**config.mk**
```make
export PLATFORM = sky130hd
export DESIGN_NAME = btns_ctrl
export DESIGN_NICKNAME = d
export VERILOG_FILES = /design/src/hdl/btns_pkg.sv /design/src/hdl/btns_ctrl.sv
export SDC_FILE = /design/constraint.sdc
export NUM_CORES = 1
export LEC_CHECK = 0
export ABC_CLOCK_PERIOD_IN_PS = 4550
export BUFFER_PORTS_ARGS = -buffer_cell sky130_fd_sc_hd__buf_2
export CORE_AREA = 4 4 41 43
export DETAILED_ROUTE_END_ITERATION = 10
export DIE_AREA = 0 0 45 47
export GPL_TIMING_DRIVEN = 0
export SLEW_MARGIN = 30
export SYNTH_ARGS = -nofsm -noshare
export SYNTH_HDL_FRONTEND = slang
export SYNTH_SLANG_ARGS = --single-unit
```
**constraint.sdc**
```tcl
create_clock -name clk -period 4.55 [get_ports clk]
set_clock_uncertainty 0.05 [all_clocks]
set_input_delay 0.2275 -clock clk [delete_from_list [all_inputs] [get_ports clk]]
set_output_delay 0.2275 -clock clk [all_outputs]
set_load 0.005 [all_outputs]
```
**src/hdl/btns_pkg.sv**
```systemverilog
`timescale 1ns / 1ps
`default_nettype none
// ----------------------------------------------------------------------------
// btns_pkg
// Shared codes, state and command types for the B-tree node table core.
// ----------------------------------------------------------------------------
package btns_pkg;

  // command codes carried by an input beat
  localparam logic [2:0] CMD_RESOLVE = 3'd0;
  localparam logic [2:0] CMD_INSERT  = 3'd1;
  localparam logic [2:0] CMD_REMOVE  = 3'd2;
  localparam logic [2:0] CMD_UPDATE  = 3'd3;
  localparam logic [2:0] CMD_REBIND  = 3'd4;
  localparam logic [2:0] CMD_CLEAR   = 3'd5;

  // result status codes
  localparam logic [1:0] ST_OK    = 2'd0;
  localparam logic [1:0] ST_FULL  = 2'd1;
  localparam logic [1:0] ST_INNER = 2'd2;

  typedef enum logic [2:0] {
    S_IDLE,
    S_ROUTE,
    S_SEARCH,
    S_SCAN,
    S_APPLY,
    S_APPLY2,
    S_DONE
  } state_t;

  // datapath operation issued by the controller
  typedef enum logic [2:0] {
    OP_NONE,
    OP_LOAD,
    OP_SRCH,
    OP_SCAN,
    OP_APPLY,
    OP_APPLY2,
    OP_EMIT
  } op_t;

  // datapath status seen by the controller
  typedef struct packed {
    logic [2:0] cmd;
    logic       is_leaf;
    logic       full;
    logic       empty;
    logic       srch_done;
    logic       scan_done;
    logic       out_free;
  } dp_status_t;

endpackage
`default_nettype wire

```
**src/hdl/btns_ctrl.sv**
```systemverilog
`timescale 1ns / 1ps
`default_nettype none
// ----------------------------------------------------------------------------
// btns_ctrl
// Sequencer: takes an input beat, walks search or scan where needed, applies, emits.
// ----------------------------------------------------------------------------
module btns_ctrl
  import btns_pkg::*;
(
  input  wire logic       clk,
  input  wire logic       rst,
  input  wire logic       in_valid,
  output logic            in_stall,
  input  wire dp_status_t st,
  output op_t             op
);

  state_t state, state_next;

  always_ff @(posedge clk) begin
    if (rst) begin
      state <= S_IDLE;
    end else begin
      state <= state_next;
    end
  end

  // next state
  always_comb begin
    state_next = state;
    unique case (state)
      S_IDLE: begin
        if (in_valid) state_next = S_ROUTE;
      end
      S_ROUTE: begin
        unique case (st.cmd)
          CMD_RESOLVE: state_next = S_SEARCH;
          CMD_INSERT:  state_next = st.full ? S_APPLY : S_SEARCH;
          CMD_REMOVE:  state_next = st.is_leaf ? S_SEARCH : S_APPLY;
          CMD_UPDATE:  state_next = S_SCAN;
          CMD_REBIND:  state_next = (st.full || st.empty) ? S_APPLY : S_SCAN;
          default:     state_next = S_APPLY;
        endcase
      end
      S_SEARCH: begin
        if (st.srch_done) state_next = S_APPLY;
      end
      S_SCAN: begin
        if (st.scan_done) state_next = S_APPLY;
      end
      S_APPLY: begin
        if (st.cmd == CMD_REBIND && !st.full && st.empty) state_next = S_APPLY2;
        else state_next = S_DONE;
      end
      S_APPLY2: state_next = S_DONE;
      S_DONE: begin
        if (st.out_free) state_next = S_IDLE;
      end
      default: state_next = S_IDLE;
    endcase
  end

  // outputs
  always_comb begin
    op       = OP_NONE;
    in_stall = 1'b1;
    unique case (state)
      S_IDLE: begin
        in_stall = 1'b0;
        if (in_valid) op = OP_LOAD;
      end
      S_ROUTE:  op = OP_NONE;
      S_SEARCH: op = st.srch_done ? OP_NONE : OP_SRCH;
      S_SCAN:   op = st.scan_done ? OP_NONE : OP_SCAN;
      S_APPLY:  op = OP_APPLY;
      S_APPLY2: op = OP_APPLY2;
      S_DONE:   op = st.out_free ? OP_EMIT : OP_NONE;
      default:  op = OP_NONE;
    endcase
  end

endmodule
`default_nettype wire

```
==> results.md, run 1 <==
- CP Launch Type: flop
- Fin crit period: 1.66 ns
- Share of cells above drive strength 1: 39.7%
- Fillers: 146
- RSZ-0062 raised after global routing: false
- Crit path DAT: 1.39 ns
- Pleak: 0.209 nW
- Measured slew at the worst slew-check pin: 0.385 ns
- Hold slack: 0.148 ns
- Max Buffers Root-to-Sink: 2
- FF+latch count, synth: 3
- Vias/cell: 5.27
- Initial DRC count: 5
- Worst-Skew Late Latency: 0.23 ns
- Post CTS Setup Buffer Count: 0
- Die Y: 47 µm
- Pin count of the biggest net entering global routing: 11
- Post-Syn Area: 340 µm²
- Placed Area: 434 µm²
- Fin crit share: 36.5%
- Design Power: 246 µW
- Reg2reg path depth: 5
- CTS tree: yes
- # hold bufs at CTS: 0
- Clk pin slew, worst setup/hold paths: 0.04 ns
- DRC errors left: 0
- Vias in the first global route: 382
- Worst setup EP type: primary output
- Antenna violations before repair: 0
- Hold WC Path Type: in -> reg
- CP startpoint: state[2]$_SDFFE_PP0P_
- Total CTS buffers: 3
- Hpwl dp: 686 µm
- Max cap viols: 0
- Worst Path Class, Setup: reg -> out
- Outcome: complete, no violations
- CP Data Required Time: 4.27 ns
- I/O pins: 16
- Area Growth Syn to Fin: 35.3%
- Number of synthesis warnings: 0
- Setup TNS: 0 ns
- Post-CTS sizing: 0
- Post-Synthesis Cells: 44
- Final wirelength: 877 µm
- Slew Limit Fails: 0
- Hold path start: rst
- Peak Freq: 601 MHz
- Sink Count: 3
- Synth cell types: 29
- Vias: 411
- Placer congestion estimate: 0.671
- Core area: 0.00130 mm²
- Routed len/inst: 11.2 µm
- Syn nets: 56
- Die area: 0.00212 mm²
- Number of flip-flops in the largest register: 3
- Root Driver: clkbuf_4
- Diode count: 0
- Initial Util: 26.2%
- Syn avg cell area: 7.73 µm²
- Fin worst setup slack: 2.89 ns
- First-pass GRT wire length: 1450 µm
- Post-route design area: 460 µm²
- Fin. Hold Viols: 0
- Die W: 45 µm
- Maximum vdd drop: 0.124 mV
- Worst r2r src: state[0]$_SDFFE_PP0P_
- Relative slew slack: 74.0%
- Pwr/cell area: 533 mW/mm²
- Final #Nets: 76
- Top Registers: state x3
- Hold path depth: 2
- All-Layer GR Usage: 9.31%
- Post-route ant nets: 0
- Register with the most flip-flops: state
- Rows: 13
- CTS H-Tree Depth: 1
- Final setup fails: 0
- Sequential share of the synthesized area: 17.6%
- Overflow after GRT: 0
- PortBufs: 15
- Drt first pass iters: 4
- Worst-path maximum fanout: 8
- Place WS: 3.01 ns
## placed cells by master (no fill, tap or decap)
cell,n
nor4_1,1
a311oi_1,1
mux2i_1,1
clkbuf_4,3
nand2_1,5
o41ai_1,2
nand2b_1,1
clkbuf_1,1
o21ai_0,4
dfxtp_1,3
nor2_1,3
and3_1,1
inv_2,2
buf_6,1
a21boi_1,1
o21bai_1,1
a311o_1,1
a2bb2oi_1,1
a21oi_1,1
nand3b_1,3
nand3_1,1
or3_1,1
or3b_1,1
or4b_4,1
a31oi_1,1
nor4bb_1,1
o211a_1,1
a211oi_2,1
buf_2,16
o211ai_1,1
o21ba_2,1
## cells in the mapped netlist
master,number,share of area (%)
nor4bb_1,1,2.9
inv_2,2,2.2
o21ba_2,1,2.9
nand3_1,1,1.5
o21ai_0,4,5.9
a21boi_1,1,2.2
mux2i_1,1,2.9
a311o_1,1,2.9
o211a_1,1,2.9
nor4_1,1,1.8
a2bb2oi_1,1,2.6
nand2_1,5,5.5
dfxtp_1,3,18
or4b_4,1,4.0
nand3b_1,3,6.6
a31oi_1,1,1.8
or3_1,1,1.8
nand2b_1,1,1.8
a21oi_1,1,1.5
o21bai_1,1,2.2
o211ai_1,1,2.2
buf_6,1,3.3
o41ai_1,2,5.1
and3_1,1,1.8
buf_2,1,1.5
a211oi_2,1,3.7
a311oi_1,1,2.6
nor2_1,3,3.3
or3b_1,1,2.6
## cell type report
class	instances	area, µm²	area share (%)
Multi-Input combinational cell	37	256	55.7
Timing Repair Buffer	15	75.1	16.3
Clock buffer	4	26.3	5.71
Tap cell	15	18.8	4.08
Inverter	2	7.51	1.63
Sequential cell	3	60.1	13.0
Buffer	2	16.3	3.53
## metrics by stage
stage	cells	utilization, %
floorplan	44	-
global placement	74	33.4
detailed placement	74	33.4
CTS	78	35.4
global route	78	35.4
finish	78	35.4
## metal layers
| metal | up-vias | global-route usage (%) | part of all wire, % |
|---|---|---|---|
| li1 | 211 | - | - |
| met1 | 187 | 11.3 | 44 |
| met2 | 11 | 15.8 | 48 |
| met3 | 2 | 0 | 5.5 |
| met4 | 0 | 7.02 | 1.9 |
| met5 | - | 0 | 0 |
## cells by family (layout without fill, tap and decap cells)
| family | after synthesis | count (layout) | synth area share (%) |
|---|---|---|---|
| simple gates | 19 | 19 | 33.8 |
| mux | 1 | 1 | 2.94 |
| flops | 3 | 3 | 17.6 |
| compound gates | 17 | 17 | 38.6 |
| buf+inv | 4 | 23 | 6.98 |
## critical path, cell delays in order (launching register included)
cell	delay, ns
dfxtp_1	0.47
inv_2	0.11
or3_1	0.37
o21ai_0	0.07
buf_2	0.13
## where the power goes
group,internal (mW),switching [mW]
Sequential,0.0382,0.0137
Combinational,0.0712,0.0754
Clock,0.0329,0.0143
## path summary, 6_finish.rpt
check                          endpoint  slack (ns)
setup / recovery                  op[0]        2.89
hold reg to reg   state[2]$_SDFFE_PP0P_        0.59
setup reg to reg  state[2]$_SDFFE_PP0P_        3.01
hold / removal    state[2]$_SDFFE_PP0P_        0.15
No activity file was read; power rests on OpenSTA's default activity.
==> run 2: changes to the inputs <==
ABC_AREA = 1   (was unset)
ABC_CLOCK_PERIOD_IN_PS = 1700   (was 4550)
clock period = 1.7 ns   (was 4.55 ns; I/O delays follow)
==> run 2 against run 1 <==
Net effect: design area is 2.2% higher; critical path depth is 2 higher; final cell count is 23% higher; clock power grew to 2.6 times the previous value; critical endpoint unchanged.
==> results.md, run 2 <==
- Commonest non-fill, non-tap cell in the layout: buf_2
- CTS tree: yes
- Fillers: 155
- Post-CTS sizing: 0
- Main combinational cell family by area after synthesis: simple AND/OR/NAND/NOR gates
- Pwr/cell area: 1450 mW/mm²
- Number of flip-flops in the largest register: 3
- Antenna violations before repair: 0
- Initial DRC count: 17
- Final wirelength: 819 µm
- Syn nets: 74
- Measured slew at the worst slew-check pin: 0.315 ns
- Die area: 0.00212 mm²
- Simple-gate portion of the synthesized area: 50.4%
- Die W: 45 µm
- Multiplexer share of the synthesized area: 0%
- Syn avg cell area: 5.65 µm²
- Post-Synthesis Cells: 62
- Sink Count: 3
- Commonest cells in the synthesized netlist: 12 x nand2_1, 10 x inv_1, 7 x nand3_1, 7 x nor2_1
- Hold WC Path Type: in -> reg
- Slew Limit Fails: 0
- Final setup fails: 0
- Asr flop ratio synth: 0%
- Fin. Hold Viols: 0
- Dominant cells by area after synthesis: dfxtp_1 17%, nand2_1 13%, inv_1 11%
- Outcome: complete, no violations
- Vias: 448
- Root Driver: clkbuf_4
- Post-route ant nets: 0
- Top Registers: state x3
- Core area: 0.00130 mm²
- Peak Freq: 720 MHz
- Fin crit period: 1.39 ns
- Synth cell types: 19
- Post-Syn Area: 350 µm²
- Post-synthesis compound-gate area fraction: 18.6%
- Relative slew slack: 78.9%
- Drt first pass iters: 4
- Initial Util: 26.9%
- First-pass GRT wire length: 1300 µm
- Maximum vdd drop: 0.658 mV
- Post-Synth XOR/XNOR Area: 0%
- Share of cells above drive strength 1: 33.3%
- PortBufs: 15
- CP Launch Type: flop
- Rows: 13
- Fin crit share: 81.7%
- Sequential share of the synthesized area: 17.1%
- Area Growth Syn to Fin: 34.3%
- CTS H-Tree Depth: 1
- DRC errors left: 0
- Hpwl dp: 688 µm
- All-Layer GR Usage: 8.52%
- Placer congestion estimate: 0.749
- Worst-Skew Late Latency: 0.23 ns
- Hold path depth: 4
- Total CTS buffers: 3
- Setup TNS: 0 ns
- Diode count: 0
- Crit path DAT: 1.25 ns
- Reg2reg path depth: 4
- Routed len/inst: 8.53 µm
- Yosys top cell area share: 17.1%
- Die Y: 47 µm
- Cell accounting for the most synthesized area: dfxtp_1
- Clk pin slew, worst setup/hold paths: 0.04 ns
- Final #Nets: 94
- Post-synth EDFFs: 0
- Adder-cell share of the synthesized area: 0%
- FF+latch count, synth: 3
- Place WS: 0.517 ns
- Worst setup EP type: primary output
- # hold bufs at CTS: 0
- Pin count of the biggest net entering global routing: 7
- Main flop type after synthesis: dfxtp_1
- Worst-path maximum fanout: 5
- Vias in the first global route: 381
- Overflow after GRT: 0
- Most frequent cells in the layout: 15 x buf_2, 12 x nand2_1, 10 x inv_1
- Number of synthesis warnings: 0
- CP Data Required Time: 1.56 ns
- Most common cell in the synthesized netlist: nand2_1
- Register with the most flip-flops: state
- Max Buffers Root-to-Sink: 2
- Pleak: 0.264 nW
- Vias/cell: 4.67
- Worst Path Class, Setup: reg -> out
- Fin worst setup slack: 0.311 ns
- Max cap viols: 0
- Post CTS Setup Buffer Count: 0
- I/O pins: 16
- RSZ-0062 raised after global routing: false
[run 2: changes by cell type after synthesis, moves of 2 or more]
cell,before,now
nand4_1,0,3
nand2_4,0,2
inv_1,0,10
nand3_1,1,7
o41ai_1,2,0
nand3b_1,3,0
nand2_1,5,12
a21oi_1,1,3
nor2_1,3,7
[run 2: critical path: stages, from the launching register on]
cell and delay, ns:
dfxtp_1 0.33, inv_2 0.10, nand2_2 0.07, nor2_2 0.14
inv_1 0.08, o211ai_1 0.15, buf_2 0.14
[run 2: path summary, 6_finish.rpt]
kind,startpoint,endpoint,slack [ns]
worst max-delay path,state[0]$_SDFFE_PP0P_,op[0],0.31
worst min-delay path,rst,state[1]$_SDFFE_PP0P_,0.08
worst max register to register,state[0]$_SDFFE_PP0P_,state[1]$_SDFFE_PP0P_,0.53
worst min register to register,state[0]$_SDFFE_PP0P_,state[0]$_SDFFE_PP0P_,0.52
[run 2: cells by family after synthesis]
kind of cell,after synthesis
flops,3
simple gates,35
compound gates,11
buf+inv,13
[run 2: per-stage QoR]
stage	power (mW)	cell area, µm²	std cells	hold slack [ns]	utilization [%]
floorplan	0.448	350	62	0.200	-
CTS	0.701	470	96	0.0648	36.2
global route	0.761	470	96	0.0974	36.2
finish	0.683	470	96	0.0766	36.2
detailed placement	0.567	444	92	0.318	34.1
global placement	0.569	444	92	0.311	34.1
[run 2: metal layers]
metal	vias up	wire length, µm	track usage [%]
met1	196	357	8.82
li1	240	-	-
met2	10	393	14.4
met3	2	51	1.15
met4	0	17	8.77
met5	-	0	0
[run 2: power breakdown]
part,total [mW],leakage [nW],switching [mW],internal [mW]
sequential,0.152,0.0248,0.0473,0.104
clock,0.124,0.0150,0.0360,0.0879
combinational,0.408,0.224,0.239,0.168
[run 2: final cells by class]
| cell class | instances | area (µm²) | area share [%] |
|---|---|---|---|
| Multi-Input combinational cell | 46 | 241 | 51.3 |
| Timing Repair Buffer | 15 | 75.1 | 16.0 |
| Sequential cell | 3 | 60.1 | 12.8 |
| Inverter | 13 | 48.8 | 10.4 |
| Clock buffer | 4 | 26.3 | 5.59 |
| Tap cell | 15 | 18.8 | 3.99 |
